### config.mk
export PLATFORM = sky130hd
export DESIGN_NAME = battery_gauge_sampler
export DESIGN_NICKNAME = d
export VERILOG_FILES = /design/src/bgs_pkg.sv /design/src/bgs_front.sv /design/src/bgs_queue.sv /design/src/bgs_back.sv /design/src/battery_gauge_sampler.sv
export SDC_FILE = /design/constraint.sdc
export NUM_CORES = 2
export LEC_CHECK = 0
export BUFFER_PORTS_ARGS = -buffer_cell sky130_fd_sc_hd__buf_2
export CAP_MARGIN = 20
export CORE_ASPECT_RATIO = 0.7
export CORE_MARGIN = 5
export CORE_UTILIZATION = 45
export CTS_CLUSTER_SIZE = 25
export DETAILED_ROUTE_END_ITERATION = 10
export PLACE_DENSITY = 0.63
export SYNTH_ARGS = -nofsm -noshare
export SYNTH_HDL_FRONTEND = slang
export SYNTH_SLANG_ARGS = --single-unit
### constraint.sdc
create_clock -name i_clk -period 19.2 [get_ports i_clk]
set_clock_uncertainty 0.2 [all_clocks]
set_input_delay 0.96 -clock i_clk [delete_from_list [all_inputs] [get_ports i_clk]]
set_output_delay 0.96 -clock i_clk [all_outputs]
set_load 0.02 [all_outputs]
### src/bgs_pkg.sv
package bgs_pkg;

    // Fixed figures of the gauge
    localparam int TABLE_STEPS         = 15;
    localparam int SAMPLES_PER_READING = 12;
    localparam int VOTE_READS          = 8;
    localparam int QUEUE_DEPTH_DEF     = 2;

    localparam int TABLE_SIZE = 15;
    localparam int TABLE_USED = (TABLE_STEPS < TABLE_SIZE) ? TABLE_STEPS : TABLE_SIZE;
    localparam int VOTE_USED  = (VOTE_READS < 8) ? VOTE_READS : 8;

    localparam logic [14:0] PACK_MAX_MV = 15'd20000;
    localparam logic [6:0]  PCT_MAX     = 7'd99;
    localparam logic [3:0]  VOTE_NEEDED = 4'd5;

    // Divide by SAMPLES_PER_READING: reciprocal multiply, then one correction step
    localparam int          DIV_SHIFT = 16;
    localparam logic [16:0] DIV_RECIP = 17'((1 << DIV_SHIFT) / SAMPLES_PER_READING);
    localparam logic [6:0]  DIV_CONST = 7'(SAMPLES_PER_READING);

    localparam logic [14:0] SOC_MV [TABLE_SIZE] = '{
        15'd6000, 15'd6150, 15'd6300, 15'd6500, 15'd6700, 15'd6900, 15'd7100, 15'd7300,
        15'd7500, 15'd7700, 15'd7900, 15'd8050, 15'd8200, 15'd8350, 15'd8500
    };
    localparam logic [6:0] SOC_PCT [TABLE_SIZE] = '{
        7'd0, 7'd3, 7'd7, 7'd12, 7'd18, 7'd25, 7'd33, 7'd42,
        7'd50, 7'd58, 7'd68, 7'd76, 7'd84, 7'd92, 7'd99
    };

    // Configuration register indexes
    localparam logic [2:0] REG_ENABLE_MASK   = 3'd0;
    localparam logic [2:0] REG_DIVIDER_RATIO = 3'd1;
    localparam logic [2:0] REG_ACTIVE_INTVL  = 3'd2;
    localparam logic [2:0] REG_IDLE_INTVL    = 3'd3;
    localparam logic [2:0] REG_LOW_INTVL     = 3'd4;
    localparam logic [2:0] REG_LOW_ATTN_PCT  = 3'd5;
    localparam logic [2:0] REG_CHEERFUL_PCT  = 3'd6;
    localparam logic [2:0] REG_NORMAL_PCT    = 3'd7;

    localparam logic [1:0] MOOD_CHEERFUL = 2'd0;
    localparam logic [1:0] MOOD_NORMAL   = 2'd1;
    localparam logic [1:0] MOOD_LOW      = 2'd2;

    typedef struct packed {
        logic [1:0]  enable_mask;
        logic [15:0] divider_ratio_q12;
        logic [23:0] active_interval_ms;
        logic [23:0] idle_interval_ms;
        logic [23:0] low_interval_ms;
        logic [6:0]  low_attention_pct;
        logic [6:0]  cheerful_min_pct;
        logic [6:0]  normal_min_pct;
    } t_cfg;

    // Classified word handed from front to back
    typedef struct packed {
        logic        command;
        logic [31:0] now_ms;
        logic [23:0] interval_ms;
        logic [15:0] pin_mv;
        logic        vote;
    } t_item;

    typedef struct packed {
        logic [1:0]  mood;
        logic        charging;
        logic        ready_res;
        logic [6:0]  charge_pct;
        logic [14:0] smooth_mv;
        logic        sampled;
    } t_res;

    function automatic logic [6:0] lookup_pct(input logic [14:0] mv);
        logic [6:0] pct;
        logic       go;
        pct = SOC_PCT[0];
        go  = 1'b1;
        for (int i = 0; i < TABLE_USED; i++) begin
            if (go && mv >= SOC_MV[i]) begin
                pct = SOC_PCT[i];
            end else begin
                go = 1'b0;
            end
        end
        return (pct > PCT_MAX) ? PCT_MAX : pct;
    endfunction

endpackage

### src/bgs_front.sv
module bgs_front import bgs_pkg::*; (
    input  logic        i_clk,
    input  logic        i_rst_n,
    input  t_cfg        i_cfg,
    input  logic        i_valid,
    output logic        o_ready,
    input  logic        i_command,
    input  logic [31:0] i_now_ms,
    input  logic        i_active,
    input  logic [15:0] i_adc_sum_mv,
    input  logic [7:0]  i_charge_reads,
    input  logic        i_q_full,
    output logic        o_push,
    output t_item       o_item
);

    logic        r_v;
    logic        r_command;
    logic [31:0] r_now_ms;
    logic [23:0] r_interval;
    logic [15:0] r_sum;
    logic [15:0] r_quot;
    logic        r_vote;

    logic [32:0] prod;
    logic [23:0] interval_sel;
    logic [3:0]  ones;
    logic        vote_in;
    logic [22:0] back_mul;
    logic [16:0] remain;
    logic [15:0] pin;
    logic        take;

    assign o_ready = !r_v || !i_q_full;
    assign o_push  = r_v && !i_q_full;
    assign take    = i_valid && o_ready;

    always_comb begin
        prod = {17'd0, i_adc_sum_mv} * {16'd0, DIV_RECIP};
        interval_sel = (!i_active && (i_cfg.idle_interval_ms != 24'd0))
                     ? i_cfg.idle_interval_ms : i_cfg.active_interval_ms;
        ones = 4'd0;
        for (int i = 0; i < VOTE_USED; i++) begin
            ones = ones + {3'd0, i_charge_reads[i]};
        end
        vote_in = i_cfg.enable_mask[1] && (ones >= VOTE_NEEDED);
    end

    // estimate is at most one short
    always_comb begin
        back_mul = {7'd0, r_quot} * {16'd0, DIV_CONST};
        remain   = 17'({7'd0, r_sum} - back_mul);
        pin      = (remain >= {10'd0, DIV_CONST}) ? r_quot + 16'd1 : r_quot;
    end

    assign o_item = '{command: r_command, now_ms: r_now_ms, interval_ms: r_interval,
                      pin_mv: pin, vote: r_vote};

    always_ff @(posedge i_clk) begin
        if (!i_rst_n) begin
            r_v <= 1'b0;
        end else if (take) begin
            r_v <= 1'b1;
        end else if (o_push) begin
            r_v <= 1'b0;
        end
    end

    always_ff @(posedge i_clk) begin
        if (take) begin
            r_command  <= i_command;
            r_now_ms   <= i_now_ms;
            r_interval <= interval_sel;
            r_sum      <= i_adc_sum_mv;
            r_quot     <= prod[DIV_SHIFT +: 16];
            r_vote     <= vote_in;
        end
    end

endmodule

### src/bgs_queue.sv
module bgs_queue import bgs_pkg::*; #(
    parameter int DEPTH = QUEUE_DEPTH_DEF
) (
    input  logic  i_clk,
    input  logic  i_rst_n,
    input  logic  i_push,
    input  t_item i_item,
    input  logic  i_pop,
    output t_item o_item,
    output logic  o_full,
    output logic  o_empty
);

    localparam int PW = $clog2(DEPTH);
    localparam int CW = $clog2(DEPTH + 1);
    localparam logic [PW-1:0] LAST = PW'(DEPTH - 1);

    t_item         r_mem [DEPTH];
    logic [PW-1:0] r_wp;
    logic [PW-1:0] r_rp;
    logic [CW-1:0] r_cnt;

    assign o_full  = (r_cnt == CW'(DEPTH));
    assign o_empty = (r_cnt == '0);
    assign o_item  = r_mem[r_rp];

    always_ff @(posedge i_clk) begin
        if (i_push) begin
            r_mem[r_wp] <= i_item;
        end
    end

    always_ff @(posedge i_clk) begin
        if (!i_rst_n) begin
            r_wp  <= '0;
            r_rp  <= '0;
            r_cnt <= '0;
        end else begin
            if (i_push) begin
                r_wp <= (r_wp == LAST) ? '0 : r_wp + 1'b1;
            end
            if (i_pop) begin
                r_rp <= (r_rp == LAST) ? '0 : r_rp + 1'b1;
            end
            if (i_push && !i_pop) begin
                r_cnt <= r_cnt + 1'b1;
            end else if (i_pop && !i_push) begin
                r_cnt <= r_cnt - 1'b1;
            end
        end
    end

endmodule

### src/bgs_back.sv
module bgs_back import bgs_pkg::*; (
    input  logic  i_clk,
    input  logic  i_rst_n,
    input  t_cfg  i_cfg,
    input  logic  i_q_empty,
    input  t_item i_item,
    output logic  o_pop,
    output logic  o_valid,
    input  logic  i_ready,
    output t_res  o_res
);

    localparam logic [2:0] ST_IDLE = 3'd0;
    localparam logic [2:0] ST_DEC  = 3'd1;
    localparam logic [2:0] ST_EMA  = 3'd2;
    localparam logic [2:0] ST_PCT  = 3'd3;
    localparam logic [2:0] ST_OUT  = 3'd4;

    logic [2:0]  r_st;
    logic [2:0]  n_st;
    t_item       r_item;
    logic [31:0] r_prod;
    logic        r_smp;
    logic [31:0] r_last;
    logic [14:0] r_smooth;
    logic [6:0]  r_pct;
    logic        r_gvalid;
    logic        r_flag;
    logic        r_ovalid;
    t_res        r_res;

    logic [23:0] intvl;
    logic [31:0] elapsed;
    logic        do_smp;
    logic [32:0] rounded;
    logic [20:0] scaled;
    logic [14:0] pack;
    logic [17:0] ema_sum;
    logic [14:0] n_smooth;
    logic        out_load;
    logic [1:0]  mood;

    assign o_valid = r_ovalid;
    assign o_res   = r_res;

    always_comb begin
        intvl = r_item.interval_ms;
        if (r_gvalid && (r_pct < i_cfg.low_attention_pct)
            && (i_cfg.low_interval_ms != 24'd0) && (intvl > i_cfg.low_interval_ms)) begin
            intvl = i_cfg.low_interval_ms;
        end
        elapsed = r_item.now_ms - r_last;
        do_smp  = i_cfg.enable_mask[0] && (r_item.command || (elapsed >= {8'd0, intvl}));
    end

    always_comb begin
        rounded  = {1'b0, r_prod} + 33'd2048;
        scaled   = rounded[32:12];
        pack     = (scaled > {6'd0, PACK_MAX_MV}) ? PACK_MAX_MV : scaled[14:0];
        ema_sum  = ({3'd0, r_smooth} * 18'd7) + {3'd0, pack};
        n_smooth = r_gvalid ? ema_sum[17:3] : pack;
    end

    always_comb begin
        if (!i_cfg.enable_mask[0]) begin
            mood = MOOD_NORMAL;
        end else if (r_pct >= i_cfg.cheerful_min_pct) begin
            mood = MOOD_CHEERFUL;
        end else if (r_pct >= i_cfg.normal_min_pct) begin
            mood = MOOD_NORMAL;
        end else begin
            mood = MOOD_LOW;
        end
    end

    assign out_load = (r_st == ST_OUT) && (!r_ovalid || i_ready);

    always_comb begin
        n_st  = r_st;
        o_pop = 1'b0;
        case (r_st)
            ST_IDLE: begin
                if (!i_q_empty) begin
                    o_pop = 1'b1;
                    n_st  = ST_DEC;
                end
            end
            ST_DEC: begin
                n_st = do_smp ? ST_EMA : ST_OUT;
            end
            ST_EMA: begin
                n_st = ST_PCT;
            end
            ST_PCT: begin
                n_st = ST_OUT;
            end
            ST_OUT: begin
                if (out_load) begin
                    if (!i_q_empty) begin
                        o_pop = 1'b1;
                        n_st  = ST_DEC;
                    end else begin
                        n_st = ST_IDLE;
                    end
                end
            end
            default: begin
                n_st = ST_IDLE;
            end
        endcase
    end

    always_ff @(posedge i_clk) begin
        if (!i_rst_n) begin
            r_st     <= ST_IDLE;
            r_last   <= '0;
            r_smooth <= '0;
            r_pct    <= '0;
            r_gvalid <= 1'b0;
            r_flag   <= 1'b0;
            r_ovalid <= 1'b0;
        end else begin
            r_st <= n_st;
            if (r_st == ST_EMA) begin
                r_smooth <= n_smooth;
                r_gvalid <= 1'b1;
                r_flag   <= r_item.vote;
                r_last   <= r_item.now_ms;
            end
            if (r_st == ST_PCT) begin
                r_pct <= lookup_pct(r_smooth);
            end
            if (out_load) begin
                r_ovalid <= 1'b1;
            end else if (i_ready) begin
                r_ovalid <= 1'b0;
            end
        end
    end

    always_ff @(posedge i_clk) begin
        if (o_pop) begin
            r_item <= i_item;
        end
        if (r_st == ST_DEC) begin
            r_prod <= {16'd0, r_item.pin_mv} * {16'd0, i_cfg.divider_ratio_q12};
            r_smp  <= do_smp;
        end
        if (out_load) begin
            r_res <= '{mood: mood,
                       charging: r_flag && i_cfg.enable_mask[1],
                       ready_res: i_cfg.enable_mask[0] && r_gvalid,
                       charge_pct: r_pct,
                       smooth_mv: r_smooth,
                       sampled: r_smp};
        end
    end

endmodule

### src/battery_gauge_sampler.sv
// Channel   Dir  Word                 Fields, lowest bit first
// s_axis    in   item                 tdata: now_ms, active, adc_sum_mv, charge_reads
//                                     tuser: command
// m_axis    out  result               tdata: sampled, smooth_mv, charge_pct, ready_res,
//                                            charging, mood
// i_cfg_*   in   register write       index 0..7, data up to 24 bits
//
// Front: one register stage (divide by readings, vote, interval pick) into a short queue.
// Back: one item at a time, through decide+scale multiply, EMA, table lookup and output load
// for a sample, or decide and output load when no sample is taken.
// Sync active-low reset clears the gauge state, the queue and both valid flags.
// The front keeps accepting while the queue has room; a stalled output holds the back.
module battery_gauge_sampler import bgs_pkg::*; #(
    parameter int QUEUE_DEPTH = QUEUE_DEPTH_DEF
) (
    input  logic        i_clk,
    input  logic        i_rst_n,
    input  logic        s_axis_tvalid,
    output logic        s_axis_tready,
    input  logic [63:0] s_axis_tdata,   // now_ms, active, adc_sum_mv, charge_reads
    input  logic        s_axis_tuser,   // command
    output logic        m_axis_tvalid,
    input  logic        m_axis_tready,
    output logic [31:0] m_axis_tdata,   // sampled, smooth_mv, charge_pct, ready_res, charging, mood
    input  logic        i_cfg_we,
    input  logic [2:0]  i_cfg_addr,
    input  logic [23:0] i_cfg_wdata
);

    t_cfg  r_cfg;
    t_item front_item;
    t_item head_item;
    t_res  res;
    logic  q_full;
    logic  q_empty;
    logic  push;
    logic  pop;

    always_ff @(posedge i_clk) begin
        if (!i_rst_n) begin
            r_cfg <= '{enable_mask: 2'd3, divider_ratio_q12: 16'd8192,
                       active_interval_ms: 24'd5000, idle_interval_ms: 24'd30000,
                       low_interval_ms: 24'd2000, low_attention_pct: 7'd20,
                       cheerful_min_pct: 7'd50, normal_min_pct: 7'd20};
        end else if (i_cfg_we) begin
            case (i_cfg_addr)
                REG_ENABLE_MASK:   r_cfg.enable_mask        <= i_cfg_wdata[1:0];
                REG_DIVIDER_RATIO: r_cfg.divider_ratio_q12  <= i_cfg_wdata[15:0];
                REG_ACTIVE_INTVL:  r_cfg.active_interval_ms <= i_cfg_wdata;
                REG_IDLE_INTVL:    r_cfg.idle_interval_ms   <= i_cfg_wdata;
                REG_LOW_INTVL:     r_cfg.low_interval_ms    <= i_cfg_wdata;
                REG_LOW_ATTN_PCT:  r_cfg.low_attention_pct  <= i_cfg_wdata[6:0];
                REG_CHEERFUL_PCT:  r_cfg.cheerful_min_pct   <= i_cfg_wdata[6:0];
                REG_NORMAL_PCT:    r_cfg.normal_min_pct     <= i_cfg_wdata[6:0];
                default: ;
            endcase
        end
    end

    bgs_front u_front (
        .i_clk          (i_clk),
        .i_rst_n        (i_rst_n),
        .i_cfg          (r_cfg),
        .i_valid        (s_axis_tvalid),
        .o_ready        (s_axis_tready),
        .i_command      (s_axis_tuser),
        .i_now_ms       (s_axis_tdata[31:0]),
        .i_active       (s_axis_tdata[32]),
        .i_adc_sum_mv   (s_axis_tdata[48:33]),
        .i_charge_reads (s_axis_tdata[56:49]),
        .i_q_full       (q_full),
        .o_push         (push),
        .o_item         (front_item)
    );

    bgs_queue #(
        .DEPTH (QUEUE_DEPTH)
    ) u_queue (
        .i_clk   (i_clk),
        .i_rst_n (i_rst_n),
        .i_push  (push),
        .i_item  (front_item),
        .i_pop   (pop),
        .o_item  (head_item),
        .o_full  (q_full),
        .o_empty (q_empty)
    );

    bgs_back u_back (
        .i_clk     (i_clk),
        .i_rst_n   (i_rst_n),
        .i_cfg     (r_cfg),
        .i_q_empty (q_empty),
        .i_item    (head_item),
        .o_pop     (pop),
        .o_valid   (m_axis_tvalid),
        .i_ready   (m_axis_tready),
        .o_res     (res)
    );

    assign m_axis_tdata = {5'd0, res};

endmodule

==> flow_summary.toml <==
[clocking]
clk_pin_slew_ns = 0.07
post_cts_resize_count = 0
cts_num_sinks = 526
insertion_delay_ns = 0.63
ctsHoldBuffers = 0
cts_tree = "yes"
cts.htree.levels = 2
numCtsBuffers = 55
cts_setup_buffers = 0
maximum_count_of_clock_buffers_along_a_single_path = 3
clock_tree.root_cell = "clkbuf_16"

[routing]
drtAntennaViolNets = 0
drt-pass1-iter-count = 6
number_of_design_rule_violations_left_by_the_first_detailed_router_iteration = 1831
drt_drc_violations_left = 0
routed_wire_length_per_instance_um = 17.8
via_per_inst = 5.29
totalWireLength_um = 85300
vias = 25300

[worst_hold_path]
endpoint_of_the_worst_hold_timing_path = "u_queue.r_mem[0][56]$_DFFE_PP_"
min_path_type = "reg2reg"
holdCritStartpoint = "u_front.r_now_ms[15]$_DFFE_PP_"
worstHoldPathCells = 0

[timing]
final_period_util_pct = 38.9
slew_viol_final = 0
report.final.hold_viol_count = 0
max_slew_margin_pct = 28.0
worst_hold_slack_ns = 0.235
final_period_minus_worst_setup_slack_ns = 7.46
finalSetupViolations = 0
worst_slew_pin_slew_ns = 1.08
max_freq_ghz = 0.134
final.setup.tns_ns = 0
rsz0062_at_grt = "no"

[die]
core_outline_area_mm2 = 0.0821
die-width_um = 353
die_y_um = 250
initial_utilization_pct = 45.2
std_cell_rows = 88
floorplan.die_area_mm2 = 0.0885
boundaryPins = 131

[worst_setup_path]
cp_data_arrival_time_ns = 7.62
critical_path.endpoint_type = "flip-flop"
reg2reg_to = "u_back.r_prod[31]$_DFFE_PN_"
crit_path_max_fanout = 16
timing.rr.start = "u_back.r_item[9]$_DFFE_PP_"
worstSetupStartpointType = "flip-flop"
r2r.worst_path.cells = 22
timing.critical_path.required_ns = 19.36
regToRegSetupSlack_ns = 11.74
timing_worst_setup_path_type = "reg2reg"

[global_route]
grt.met1_usage_pct = 31.2
via_count_of_the_first_global_routing_pass = 24600
globalRouteTotalUtil_pct = 19.3
grt_remaining_overflow = 0
grt_antenna_before_repair = 5
grt.met3_usage_pct = 3.71
groute.layer.met2.usage_pct = 27.0
busiest_layer = "met1"
grt_max_degree = 112
wire_length_of_the_first_global_routing_pass_um = 138000

[status]
status = "completed"

[final_layout]
final_net_count = 4396
drive_above_1_share_pct = 9.64
final-instance-count-excl-fill = 4783
fillerInstances = 7505
syn2layout_area_growth_pct = 9.45
layout.cell_area.non_filler_mm2 = 0.0407

[power]
fin_total_pwr_mw = 5.48
max-vdd-ir-drop_v = 0.000107
p_per_area_mw_per_mm2 = 135
cellLeakagePower_nw = 17.1

[logic_synthesis]
postSynthCellCount = 3575
syn-cell-area_mm2 = 0.0371
yosys_register_bits = 526
postSynth.topFlopCell = "edfxtp_1"
ys_async_rst_share_pct = 0
yosysTopAreaCell = "edfxtp_1"
synth.top_cells.by_area = "edfxtp_1 (28%), fa_1 (14%), ha_1 (13%)"
synth_sequential_area_ratio_pct = 37.8
number_of_warnings_issued_by_yosys = 0
synth_top_area_share_pct = 28.3
syn_avg_cell_area_um2 = 10.4
ys_types = 76
post_synth_edffs = 350

[placed_design]
routabilityCongestion = 0.872
numPortBuffers = 118
numPlacedInstances = 4678
place_hpwl_um = 63500
placed_area_mm2 = 0.0388

[job]
timing.max_cap.violations = 0
==> cell usage after synthesis (8+ instances only) <==
cell type / n
nand2_1: 504
a21boi_0: 127
nand3_1: 65
mux2i_1: 32
a21oi_1: 127
o211ai_1: 30
o31ai_1: 8
nand2b_1: 26
edfxtp_1: 350
inv_1: 480
nor3_1: 41
o21a_1: 26
nor2b_1: 30
nor2_1: 102
a21o_1: 39
o21ai_0: 90
dfxtp_1: 176
a31oi_1: 21
nor4_1: 25
clkbuf_1: 101
ha_1: 384
mux2_2: 100
xnor2_1: 71
and2_1: 118
nand4_1: 35
xor2_1: 33
o21bai_1: 12
or3_1: 10
fa_1: 259
and3_1: 14
a211oi_1: 14
==> critical path: stages (launching register included) <==
cell and delay [ns]:
edfxtp_1 0.71, and2_1 0.32, fa_1 0.50, inv_1 0.05, fa_1 0.52, inv_1 0.05, fa_1 0.53, fa_1 0.45
fa_1 0.54, inv_1 0.06, fa_1 0.53, inv_1 0.04, ha_1 0.34, a21o_1 0.18, a21o_1 0.22, nor3_1 0.14
o211ai_1 0.16, o2111ai_1 0.26, nand2_1 0.24, a221o_1 0.41, o41a_1 0.44, a21oi_1 0.20, xnor2_1 0.08
==> power by group <==
part / internal, mW / switching (mW) / total, mW
combinational: 1.13 / 1.55 / 2.68
clock: 0.594 / 0.479 / 1.07
sequential: 1.48 / 0.242 / 1.72
total: 3.20 / 2.27 / 5.48
==> area by class of cell <==
type	instances	area (µm²)	area share, %
clock inverter	34	349	0.859
clock buffer	69	1470	3.61
inverter	480	1800	4.43
multi-input combinational	2455	20900	51.4
tap	1080	1350	3.32
antenna	1	2.50	0.00615
timing repair buffer	138	758	1.86
sequential	526	14000	34.5
==> layer usage <==
metal	up-vias	routed length (µm)
met5	-	42
met4	6	1070
met3	85	5590
met2	606	33900
met1	12300	44700
li1	12300	-
==> flip-flops by register name, summed over array words and instances, names as in the netlist <==
register            count
u_queue.r_wp            1
u_queue.r_cnt           2
u_back.r_flag           1
u_front.r_now_ms       32
u_back.r_last          32
u_back.r_item          72
u_back.r_pct            7
u_back.o_valid          1
u_front.r_command       1
u_front.r_sum          14
u_back.r_st             3
u_back.r_smp            1
u_front.r_vote          1
u_front.r_quot         13
u_queue.r_mem         144
u_back.r_prod          21
u_back.r_smooth        15
u_queue.r_rp            1
r_cfg                 111
u_back.o_res           27
u_front.r_v             1
u_back.r_gvalid         1
u_front.r_interval     24
==> layout by cell type (no fill, tap or decap), types with 14 or more instances in the layout <==
cell / n
fa_1: 259
nor2_1: 100
nor2b_1: 29
a21boi_0: 127
nand2b_1: 26
inv_1: 479
a211oi_1: 14
xnor2_1: 71
mux2i_1: 32
mux2_2: 100
ha_1: 384
a21oi_1: 127
nand2_1: 504
nor4_1: 24
nand4_1: 35
nor3_1: 40
o21a_1: 26
buf_2: 117
xor2_1: 33
a31oi_1: 21
clkbuf_16: 55
a21o_1: 39
dfxtp_1: 175
o211ai_1: 30
edfxtp_1: 350
and2_1: 117
nand3_1: 65
o21ai_0: 90
buf_4: 18
==> cell families after synthesis <==
group                    count (synthesis)  share of synthesized area [%]
multiplexers                           133                           3.92
XOR/XNOR                               104                           2.45
AO/OA/AOI/OAI                          561                           10.1
adder cells (fa/ha/maj)                643                           26.9
buffers and inverters                  598                           6.14
other                                    1                         0.0101
AND/OR/NAND/NOR                       1009                           12.8
flip-flops                             526                           37.8
==> worst max path at each step <==
stage	slack, ns	to	startpoint
finish	11.74	u_back.r_prod[31]$_DFFE_PN_	u_back.r_item[9]$_DFFE_PP_
global route	11.40	u_back.r_prod[31]$_DFFE_PN_	u_back.r_item[8]$_DFFE_PP_
CTS	11.71	u_back.r_prod[31]$_DFFE_PN_	u_back.r_item[8]$_DFFE_PP_
detailed placement	11.76	u_back.r_prod[31]$_DFFE_PN_	u_back.r_item[8]$_DFFE_PP_
global placement	11.80	u_back.r_prod[31]$_DFFE_PN_	u_back.r_item[8]$_DFFE_PP_
floorplan	12.51	u_back.r_prod[31]$_DFFE_PN_	u_back.r_item[2]$_DFFE_PP_
==> through the flow <==
step / setup WS, ns / utilization (%)
final: 11.74 / 49.5
after global routing: 11.40 / 49.5
after CTS: 11.71 / 49.5
after detailed placement: 11.76 / 47.3
after global placement: 11.80 / 47.2
after floorplan: 12.51 / -
(Power assumes the default switching activity.)
